### config.mk
export PLATFORM = sky130hd
export DESIGN_NAME = life_grid_generation_step
export DESIGN_NICKNAME = d
export VERILOG_FILES = /design/src/hw/rtl/lgs_pkg.sv /design/src/hw/rtl/lgs_row_cell.sv /design/src/hw/rtl/lgs_rule.sv /design/src/hw/rtl/life_grid_generation_step.sv
export SDC_FILE = /design/constraint.sdc
export NUM_CORES = 2
export LEC_CHECK = 0
export BUFFER_PORTS_ARGS = -buffer_cell sky130_fd_sc_hd__buf_2
export CORE_UTILIZATION = 50
export DETAILED_ROUTE_END_ITERATION = 10
export GPL_ROUTABILITY_DRIVEN = 0
export MAX_ROUTING_LAYER = met4
export PLACE_DENSITY = 0.76
export SLEW_MARGIN = 30
export SYNTH_ARGS = -nofsm -noshare
export SYNTH_HDL_FRONTEND = slang
export SYNTH_SLANG_ARGS = --single-unit
### constraint.sdc
create_clock -name clk -period 5.7 [get_ports clk]
set_input_delay 1.14 -clock clk [delete_from_list [all_inputs] [get_ports clk]]
set_output_delay 1.14 -clock clk [all_outputs]
set_load 0.05 [all_outputs]
### src/hw/rtl/lgs_pkg.sv
// Shared types and constants for the life grid generation step block.
package lgs_pkg;

	localparam int ROW_W        = 64;
	localparam int REQ_W        = 2;
	localparam int IDX_IN_W     = 4;
	localparam int ROWS_CFG_W   = 5;
	localparam int COLS_CFG_W   = 7;
	localparam int CFG_IDX_W    = 2;
	localparam int CFG_DATA_W   = 7;
	localparam int DEF_MAX_ROWS = 16;
	localparam int DEF_MAX_COLS = 64;
	localparam int NBR_W        = 4;

	localparam logic [ROWS_CFG_W-1:0] ROWS_RESET  = 5'd11;
	localparam logic [COLS_CFG_W-1:0] COLS_RESET  = 7'd38;

	// B3/S23: birth on three neighbors, survival on two or three
	localparam logic [NBR_W-1:0] BIRTH_CNT   = 4'd3;
	localparam logic [NBR_W-1:0] SURVIVE_CNT = 4'd2;

	typedef enum logic [REQ_W-1:0] {
		REQ_WRITE   = 2'd0,
		REQ_ADVANCE = 2'd1,
		REQ_READ    = 2'd2,
		REQ_NONE    = 2'd3
	} req_t;

	typedef enum logic [CFG_IDX_W-1:0] {
		CFG_ROWS = 2'd0,
		CFG_COLS = 2'd1
	} cfg_reg_t;

	typedef enum logic [1:0] {
		ST_IDLE,
		ST_SWEEP,
		ST_DONE
	} state_t;

	typedef struct packed {
		logic in_ready;
		logic sweep_en;
		logic load_out;
	} ctrl_t;

endpackage

### src/hw/rtl/lgs_row_cell.sv
// One board row held in the rotating row chain.
module lgs_row_cell
	import lgs_pkg::*;
#(
	parameter int W = DEF_MAX_COLS
) (
	input  logic         clk,
	input  logic         arst_n,
	input  logic         shift,
	input  logic [W-1:0] d,
	output logic [W-1:0] q
);

	logic [W-1:0] row_q;

	// take the neighbor's row on every sweep cycle
	always_ff @(posedge clk or negedge arst_n) begin
		if (!arst_n) begin
			row_q <= '0;
		end else if (shift) begin
			row_q <= d;
		end
	end

	assign q = row_q;

endmodule

### src/hw/rtl/lgs_rule.sv
// B3/S23 next-row logic: one lane per column over a three-row window.
module lgs_rule
	import lgs_pkg::*;
#(
	parameter int W = DEF_MAX_COLS
) (
	input  logic [W-1:0] above,
	input  logic [W-1:0] here,
	input  logic [W-1:0] below,
	output logic [W-1:0] nxt
);

	logic [W+1:0] ap, hp, bp;

	// pad with dead cells so the edges do not wrap
	assign ap = {1'b0, above, 1'b0};
	assign hp = {1'b0, here, 1'b0};
	assign bp = {1'b0, below, 1'b0};

	for (genvar j = 0; j < W; j++) begin : g_col
		logic [NBR_W-1:0] n;
		assign n = NBR_W'(ap[j]) + NBR_W'(ap[j+1]) + NBR_W'(ap[j+2])
		         + NBR_W'(hp[j]) + NBR_W'(hp[j+2])
		         + NBR_W'(bp[j]) + NBR_W'(bp[j+1]) + NBR_W'(bp[j+2]);
		assign nxt[j] = (n == BIRTH_CNT) || (here[j] && (n == SURVIVE_CNT));
	end

endmodule

### src/hw/rtl/life_grid_generation_step.sv
// Top level of the life grid generation step block: control, row chain and result register.
//
// Usage:
//   The board is a chain of MAX_ROWS row cells, MAX_COLS cells wide, all dead after reset.
//   Requests arrive on in_valid/in_ready with req_type, row_index and row_bits:
//   write one row, read one row, or advance one B3/S23 generation (edges count as dead).
//   Every request rotates the whole chain once, one row per cycle past the head cell,
//   where the rule logic sees the row just before, the head row and the next one.
//   A write or read acts when its row passes the head; an advance rewrites every
//   row in use as it passes.
//   Sequence: the word is accepted in idle, the sweep passes every row past the head,
//   then the hand-off state loads the result register and out_valid rises.
//   A new request is taken only in idle, once the rotation and hand-off of the last end.
//   One result word per request on out_valid/out_ready: row_data and index_error.
//   The result sits in an output register; the next request is accepted while it
//   waits. If the receiver stalls, the following result holds in the hand-off state.
//   Configuration (cfg_valid/cfg_ready, always ready): index 0 rows_in_use,
//   index 1 cols_in_use, other indexes dropped. Write only while idle.
//   Reset (arst_n low) clears the board, the control and sets rows 11, cols 38.
module life_grid_generation_step
	import lgs_pkg::*;
#(
	parameter int MAX_ROWS = DEF_MAX_ROWS,
	parameter int MAX_COLS = DEF_MAX_COLS
) (
	input  logic                  clk,
	input  logic                  arst_n,
	input  logic                  cfg_valid,
	output logic                  cfg_ready,
	input  logic [CFG_IDX_W-1:0]  cfg_index,
	input  logic [CFG_DATA_W-1:0] cfg_data,
	input  logic                  in_valid,
	output logic                  in_ready,
	input  logic [REQ_W-1:0]      req_type,
	input  logic [IDX_IN_W-1:0]   row_index,
	input  logic [ROW_W-1:0]      row_bits,
	output logic                  out_valid,
	input  logic                  out_ready,
	output logic [ROW_W-1:0]      row_data,
	output logic                  index_error
);

	localparam int IDX_W = $clog2(MAX_ROWS);
	localparam int CNT_W = $clog2(MAX_ROWS + 1);
	localparam int RW    = (CNT_W > ROWS_CFG_W) ? CNT_W : ROWS_CFG_W;
	localparam logic [IDX_W-1:0] LAST_STEP = IDX_W'(MAX_ROWS - 1);

	// configuration registers
	logic [ROWS_CFG_W-1:0] rows_q;
	logic [COLS_CFG_W-1:0] cols_q;

	// request held for the sweep
	req_t                 req_q;
	logic [IDX_IN_W-1:0]  idx_q;
	logic [MAX_COLS-1:0]  bits_q;
	logic                 err_q;
	logic [MAX_COLS-1:0]  rdata_q;
	logic [MAX_COLS-1:0]  prev_q;
	logic [IDX_W-1:0]     step_q;

	// output register
	logic                 out_valid_q;
	logic [ROW_W-1:0]     out_data_q;
	logic                 out_err_q;

	state_t state_q, state_d;
	ctrl_t  ctrl;

	logic [RW-1:0]          eff_rows;
	logic [COLS_CFG_W-1:0]  eff_cols;
	logic [MAX_COLS-1:0]    mask;
	logic                   in_acc;
	logic                   idx_ok;
	logic                   row_live;
	logic                   below_live;
	logic                   hit;
	logic [MAX_COLS-1:0]    head;
	logic [MAX_COLS-1:0]    second;
	logic [MAX_COLS-1:0]    above_m;
	logic [MAX_COLS-1:0]    below_m;
	logic [MAX_COLS-1:0]    rule_out;
	logic [MAX_COLS-1:0]    new_head;
	logic [MAX_COLS-1:0]    chain [MAX_ROWS];

	assign cfg_ready = 1'b1;

	always_ff @(posedge clk or negedge arst_n) begin
		if (!arst_n) begin
			rows_q <= ROWS_RESET;
			cols_q <= COLS_RESET;
		end else if (cfg_valid && cfg_ready) begin
			case (cfg_reg_t'(cfg_index))
				CFG_ROWS: rows_q <= cfg_data[ROWS_CFG_W-1:0];
				CFG_COLS: cols_q <= cfg_data[COLS_CFG_W-1:0];
				default: ;
			endcase
		end
	end

	// effective board size and column mask
	assign eff_rows = (RW'(rows_q) < RW'(MAX_ROWS)) ? RW'(rows_q) : RW'(MAX_ROWS);
	assign eff_cols = (cols_q < COLS_CFG_W'(MAX_COLS)) ? cols_q : COLS_CFG_W'(MAX_COLS);

	for (genvar j = 0; j < MAX_COLS; j++) begin : g_mask
		assign mask[j] = COLS_CFG_W'(j) < eff_cols;
	end

	// sequencer
	always_comb begin
		state_d = state_q;
		case (state_q)
			ST_IDLE:  if (in_valid) state_d = ST_SWEEP;
			ST_SWEEP: if (step_q == LAST_STEP) state_d = ST_DONE;
			ST_DONE:  if (!out_valid_q || out_ready) state_d = ST_IDLE;
			default:  state_d = ST_IDLE;
		endcase
	end

	always_comb begin
		ctrl = '0;
		case (state_q)
			ST_IDLE:  ctrl.in_ready = 1'b1;
			ST_SWEEP: ctrl.sweep_en = 1'b1;
			ST_DONE:  ctrl.load_out = !out_valid_q || out_ready;
			default:  ctrl = '0;
		endcase
	end

	always_ff @(posedge clk or negedge arst_n) begin
		if (!arst_n) begin
			state_q <= ST_IDLE;
			step_q  <= '0;
		end else begin
			state_q <= state_d;
			if (ctrl.sweep_en) begin
				step_q <= (step_q == LAST_STEP) ? '0 : step_q + IDX_W'(1);
			end
		end
	end

	assign in_ready = ctrl.in_ready;
	assign in_acc   = in_valid && in_ready;
	assign idx_ok   = RW'(row_index) < eff_rows;

	// latch the request word; reads start from zero and fill on a hit
	always_ff @(posedge clk) begin
		if (in_acc) begin
			req_q   <= req_t'(req_type);
			idx_q   <= row_index;
			bits_q  <= row_bits[MAX_COLS-1:0] & mask;
			err_q   <= !idx_ok && ((req_t'(req_type) == REQ_WRITE)
			                    || (req_t'(req_type) == REQ_READ));
			rdata_q <= '0;
		end else if (ctrl.sweep_en) begin
			prev_q <= head;
			if (req_q == REQ_READ && hit) begin
				rdata_q <= head & mask;
			end
		end
	end

	// head of the chain: row step_q of the board as it was before this sweep
	assign head       = chain[0];
	assign second     = chain[1];
	assign row_live   = RW'(step_q) < eff_rows;
	assign below_live = (RW'(step_q) + RW'(1)) < eff_rows;
	assign hit        = !err_q && (RW'(step_q) == RW'(idx_q));
	assign above_m    = (step_q != '0) ? (prev_q & mask) : '0;
	assign below_m    = below_live ? (second & mask) : '0;

	lgs_rule #(
		.W(MAX_COLS)
	) u_rule (
		.above (above_m),
		.here  (head & mask),
		.below (below_m),
		.nxt   (rule_out)
	);

	always_comb begin
		new_head = head;
		case (req_q)
			REQ_ADVANCE: if (row_live) new_head = rule_out & mask;
			REQ_WRITE:   if (hit) new_head = bits_q;
			default:     new_head = head;
		endcase
	end

	// rotate: each cell takes its upper neighbor, the tail takes the processed head
	for (genvar i = 0; i < MAX_ROWS; i++) begin : g_cell
		lgs_row_cell #(
			.W(MAX_COLS)
		) u_cell (
			.clk    (clk),
			.arst_n (arst_n),
			.shift  (ctrl.sweep_en),
			.d      ((i == MAX_ROWS - 1) ? new_head : chain[(i + 1) % MAX_ROWS]),
			.q      (chain[i])
		);
	end

	// result register: load from the hand-off state, drop when taken
	always_ff @(posedge clk or negedge arst_n) begin
		if (!arst_n) begin
			out_valid_q <= 1'b0;
		end else if (ctrl.load_out) begin
			out_valid_q <= 1'b1;
		end else if (out_ready) begin
			out_valid_q <= 1'b0;
		end
	end

	always_ff @(posedge clk) begin
		if (ctrl.load_out) begin
			out_data_q <= ROW_W'(rdata_q);
			out_err_q  <= err_q;
		end
	end

	assign out_valid   = out_valid_q;
	assign row_data    = out_data_q;
	assign index_error = out_err_q;

	// the step counter runs only inside a sweep
	a_step_idle: assert property (@(posedge clk) disable iff (!arst_n)
		(state_q != ST_SWEEP) |-> (step_q == '0))
		else $error("step counter moved outside a sweep");

	// a sweep ends only after the last row has passed the head
	a_full_sweep: assert property (@(posedge clk) disable iff (!arst_n)
		(state_q == ST_DONE && $past(state_q) == ST_SWEEP) |-> ($past(step_q) == LAST_STEP))
		else $error("sweep ended early");

	// a new result appears only from the hand-off state
	a_load_src: assert property (@(posedge clk) disable iff (!arst_n)
		$rose(out_valid_q) |-> ($past(state_q) == ST_DONE))
		else $error("result loaded outside hand-off");

	// a flagged index never carries row contents
	a_err_zero: assert property (@(posedge clk) disable iff (!arst_n)
		(out_valid_q && out_err_q) |-> (out_data_q == '0))
		else $error("index error with nonzero row data");

endmodule

==> flow_results.xml <==
<?xml version="1.0" encoding="UTF-8"?>
<metrics>
  <group name="drt">
    <metric name="post_drt_wl_per_cell" unit="µm">18.3</metric>
    <metric name="detail-route-antenna-nets" unit="">0</metric>
    <metric name="drt_pass1_iterations" unit="">6</metric>
    <metric name="drt-total-wl" unit="mm">155</metric>
    <metric name="route.detailed.vias_per_inst" unit="">5.49</metric>
    <metric name="route.vias.total" unit="">46500</metric>
    <metric name="drc_errors" unit="">0</metric>
    <metric name="drt_first_iter_violations" unit="">4875</metric>
  </group>
  <group name="clocking">
    <metric name="htreeDepth" unit="">4</metric>
    <metric name="number_of_hold_buffers_added_after_cts" unit="">0</metric>
    <metric name="cts.path.max_buffers" unit="">3</metric>
    <metric name="root_buffer" unit="">sky130_fd_sc_hd__clkbuf_16</metric>
    <metric name="clk_latency" unit="ps">780</metric>
    <metric name="cts-buffers-inserted" unit="">134</metric>
    <metric name="clk_pin_slew_worst_paths" unit="ps">70</metric>
    <metric name="cts_sinks" unit="">1307</metric>
    <metric name="cts_tree" unit="">built</metric>
  </group>
  <group name="die">
    <metric name="die_height" unit="µm">355</metric>
    <metric name="rows" unit="">129</metric>
    <metric name="core" unit="mm²">0.123</metric>
    <metric name="floorplan.initialDensity" unit="%">50.3</metric>
    <metric name="die_x" unit="µm">355</metric>
    <metric name="io_pins" unit="">152</metric>
    <metric name="dieArea" unit="mm²">0.126</metric>
  </group>
  <group name="grt">
    <metric name="most_congested_layer_reported_by_global_routing" unit="">met2</metric>
    <metric name="grt_first_pass_wirelength" unit="mm">249</metric>
    <metric name="globalRouteMet2Util" unit="%">38.0</metric>
    <metric name="grt_antenna_before_repair" unit="">5</metric>
    <metric name="global_route.usage.met1" unit="%">33.2</metric>
    <metric name="groute.layer.met3.usage" unit="%">5.75</metric>
    <metric name="global_route.overflow_total" unit="">0</metric>
    <metric name="grt_max_degree" unit="">210</metric>
    <metric name="first_global_vias" unit="">46200</metric>
    <metric name="grt_usage" unit="%">25.7</metric>
  </group>
  <group name="pwr">
    <metric name="comb_power_share" unit="%">39.0</metric>
    <metric name="lkg_pwr" unit="nW">35.9</metric>
    <metric name="power.switching_fraction" unit="%">41.0</metric>
    <metric name="power-per-cell-area" unit="mW/mm²">562</metric>
    <metric name="power.internal" unit="mW">23.0</metric>
    <metric name="seq_power_share" unit="%">38.1</metric>
    <metric name="peakVddDrop" unit="mV">0.518</metric>
    <metric name="clock_power_share" unit="%">22.9</metric>
    <metric name="netSwitchingPower" unit="mW">16.0</metric>
  </group>
  <group name="timing">
    <metric name="setup_viol_count_final" unit="">0</metric>
    <metric name="relSlewSlack" unit="%">28.8</metric>
    <metric name="period_utilisation_layout" unit="%">95.2</metric>
    <metric name="maxSlewViolCount" unit="">0</metric>
    <metric name="clock_skew" unit="ps">26.3</metric>
    <metric name="final.setup.worst_slack" unit="ps">272</metric>
    <metric name="fmaxAchievable" unit="GHz">0.184</metric>
    <metric name="timing.final.crit_period" unit="ps">5430</metric>
    <metric name="report.final.hold_viol_count" unit="">0</metric>
    <metric name="tightestPinTransition" unit="ps">1070</metric>
  </group>
  <group name="final_layout">
    <metric name="area_growth" unit="%">11.5</metric>
    <metric name="filler_cell_count" unit="">10400</metric>
    <metric name="layout-drive-gt1-share" unit="%">7.79</metric>
    <metric name="post-route-cell-area" unit="mm²">0.0693</metric>
    <metric name="ff_latch_area" unit="mm²">0.0334</metric>
    <metric name="multi_input_comb_area" unit="mm²">0.0262</metric>
    <metric name="layout.nets" unit="">7256</metric>
  </group>
  <group name="outcome">
    <metric name="status" unit="">finished, final reports clean</metric>
  </group>
  <group name="logic_synthesis">
    <metric name="synthDominantAreaCellType" unit="">sky130_fd_sc_hd__dfrtp_1</metric>
    <metric name="ys_types" unit="">74</metric>
    <metric name="synth.top_cells.by_area" unit="">sky130_fd_sc_hd__dfrtp_1 42%, sky130_fd_sc_hd__nand2_1 19%, sky130_fd_sc_hd__edfxtp_1 9.7%, sky130_fd_sc_hd__fa_1 8.0%, sky130_fd_sc_hd__ha_1 4.0%</metric>
    <metric name="synth_cell_area" unit="mm²">0.0622</metric>
    <metric name="synthArstFlopShare" unit="%">79.8</metric>
    <metric name="postSynthNetCount" unit="">7191</metric>
    <metric name="syn-mean-instance-area" unit="µm²">9.34</metric>
    <metric name="leading_cell_type_by_number_of_instances_after_synthesis" unit="">sky130_fd_sc_hd__nand2_1</metric>
    <metric name="synth_commonest_cells" unit="">3111 x sky130_fd_sc_hd__nand2_1, 1037 x sky130_fd_sc_hd__dfrtp_1, 349 x sky130_fd_sc_hd__inv_1, 267 x sky130_fd_sc_hd__clkbuf_1, 249 x sky130_fd_sc_hd__fa_1</metric>
    <metric name="synth_top_area_share" unit="%">41.7</metric>
    <metric name="synth_top_flop_cell" unit="">sky130_fd_sc_hd__dfrtp_1</metric>
    <metric name="synth-seq-cells" unit="">1307</metric>
    <metric name="ys.warnings.count" unit="">0</metric>
    <metric name="synthesis.instances" unit="">6657</metric>
    <metric name="synth_seq_area_share" unit="%">53.7</metric>
    <metric name="synth_enable_flop_cells" unit="">200</metric>
  </group>
  <group name="placement">
    <metric name="numPortBuffers" unit="">150</metric>
    <metric name="place_area" unit="mm²">0.0647</metric>
    <metric name="dp_hpwl" unit="mm">102</metric>
    <metric name="placement.setup.worst_slack" unit="ps">279</metric>
  </group>
  <group name="worst_setup_path">
    <metric name="crit_chain" unit="">nor2b_1 -&gt; nand2_1 -&gt; a21oi_1 -&gt; and3_1 -&gt; ha_1 -&gt; fa_1 -&gt; inv_1 -&gt; fa_1 -&gt; inv_1 -&gt; fa_1 -&gt; inv_1 -&gt; fa_1 -&gt; nor3b_1 -&gt; a21oi_1 -&gt; a2111oi_0 -&gt; o221ai_1 -&gt; a21oi_1</metric>
    <metric name="critical_path_arrival" unit="ps">6120</metric>
    <metric name="path_max_fanout" unit="">14</metric>
    <metric name="cp-start-kind" unit="">flip-flop</metric>
    <metric name="critical-path-max-stage-delay" unit="ps">660</metric>
    <metric name="critPathSlowestCell" unit="">sky130_fd_sc_hd__dfstp_2</metric>
    <metric name="timing.critical_path.to_type" unit="">flip-flop</metric>
    <metric name="timing_worst_setup_path_type" unit="">flip-flop to flip-flop</metric>
    <metric name="cell_mode_on_critical_path" unit="">sky130_fd_sc_hd__fa_1</metric>
    <metric name="worstPathRequired" unit="ps">6390</metric>
  </group>
  <group name="job">
    <metric name="maxcap_violations" unit="">0</metric>
  </group>
  <group name="hold_path">
    <metric name="hold_crit_class" unit="">primary input to asynchronous set/reset pin</metric>
  </group>
</metrics>
## through the flow
step	cells	setup TNS (ps)	hold WS, ps	utilization [%]	power, mW
global placement	8216	0	413	52.4	28.9
CTS	8461	0	428	56.0	38.8
finish	8470	0	248	56.1	38.9
detailed placement	8217	0	416	52.4	29.7
floorplan	6657	0	408	-	25.2
global route	8470	-23.8	244	56.1	41.9
## flip-flops by register name (all words and copies together) (netlist names), 2 cells and up
name	flops
step_q	4
g_cell.u_cell.q	1024
idx_q	4
cols_q	7
bits_q	64
row_data	64
rdata_q	64
prev_q	64
req_q	2
rows_q	5
state_q	2
## layer usage
metal,up-vias,wire [µm]
li1,21300,-
met1,22800,62400
met2,1922,70200
met3,454,13900
met4,0,8460
met5,-,0
## critical path, delay by kind of cell, from the launching register on
kind | cells | cell delay [ps]
AO/OA/AOI/OAI | 5 | 1290
AND/OR/NAND/NOR | 4 | 1440
buffers and inverters | 3 | 180
flip-flops | 1 | 660
adder cells (fa/ha/maj) | 5 | 1750
## power by group through the flow
stage / sequential, mW / clock [mW] / combinational (mW)
floorplan: 14.2 / 0 / 11.0
finish: 14.8 / 8.91 / 15.2
CTS: 14.8 / 9.05 / 15.0
global route: 15.2 / 9.40 / 17.3
detailed placement: 14.9 / 0 / 14.8
global placement: 14.8 / 0 / 14.1
## final timing paths
check                                         start                                  end  slack [ps]  depth (start not counted)
min in group clk           rdata_q[57]$_SDFFE_PP0P_               row_data[57]$_DFFE_PP_         430                          0
max in group asynchronous                    arst_n  g_cell[13].u_cell.q[16]$_DFFE_PN0P_        4020                          3
min                                          arst_n   g_cell[5].u_cell.q[51]$_DFFE_PN0P_         250                          1
min reg2reg                rdata_q[57]$_SDFFE_PP0P_               row_data[57]$_DFFE_PP_         430                          0
max                           cols_q[2]$_DFFE_PN1P_  g_cell[15].u_cell.q[20]$_DFFE_PN0P_         270                         17
max reg2reg                   cols_q[2]$_DFFE_PN1P_  g_cell[15].u_cell.q[20]$_DFFE_PN0P_         270                         17
## logic make-up (layout without fill, tap and decap cells)
logic type	count (synthesis)	after routing	synth area share, %
AO/OA/AOI/OAI	502	503	5.39
XOR/XNOR	10	10	0.141
adder cells (fa/ha/maj)	450	450	12.1
buffers and inverters	685	857	4.30
flip-flops	1307	1307	53.7
multiplexers	27	27	0.467
other	1	4	0.00603
AND/OR/NAND/NOR	3675	3675	23.9
## layout by cell type (no fill, tap or decap), types with 26 or more instances in the layout
cell type,instances
sky130_fd_sc_hd__nand2_1,3110
sky130_fd_sc_hd__dfrtp_1,1037
sky130_fd_sc_hd__inv_1,349
sky130_fd_sc_hd__fa_1,249
sky130_fd_sc_hd__ha_1,201
sky130_fd_sc_hd__edfxtp_1,200
sky130_fd_sc_hd__a21oi_1,179
sky130_fd_sc_hd__buf_2,149
sky130_fd_sc_hd__clkbuf_16,138
sky130_fd_sc_hd__and3_1,119
sky130_fd_sc_hd__nand3_1,111
sky130_fd_sc_hd__nor2_1,102
sky130_fd_sc_hd__buf_4,91
sky130_fd_sc_hd__dfxtp_1,64
sky130_fd_sc_hd__and2_1,57
sky130_fd_sc_hd__nor2b_1,55
sky130_fd_sc_hd__o221ai_1,45
sky130_fd_sc_hd__a221oi_1,44
sky130_fd_sc_hd__a31oi_1,43
sky130_fd_sc_hd__nand2b_1,41
sky130_fd_sc_hd__o21ai_0,34
sky130_fd_sc_hd__clkbuf_8,27
sky130_fd_sc_hd__nor3_1,26
## area by class of cell
| type | count | area share, % |
|---|---|---|
| Multi-Input combinational cell | 4666 | 37.8 |
| Clock inverter | 55 | 0.816 |
| Antenna cell | 3 | 0.0108 |
| Timing Repair Buffer | 263 | 2.68 |
| Clock buffer | 189 | 5.65 |
| Tap cell | 1637 | 2.96 |
| Sequential cell | 1307 | 48.2 |
| Inverter | 350 | 1.91 |
## repair_timing
item                                   CTS  global route
gates resized for setup                  0             4
endpoints found under the hold margin    0             0
setup endpoints to repair                0             3
buffers inserted                         0             3
No activity file was read; power rests on OpenSTA's default activity.
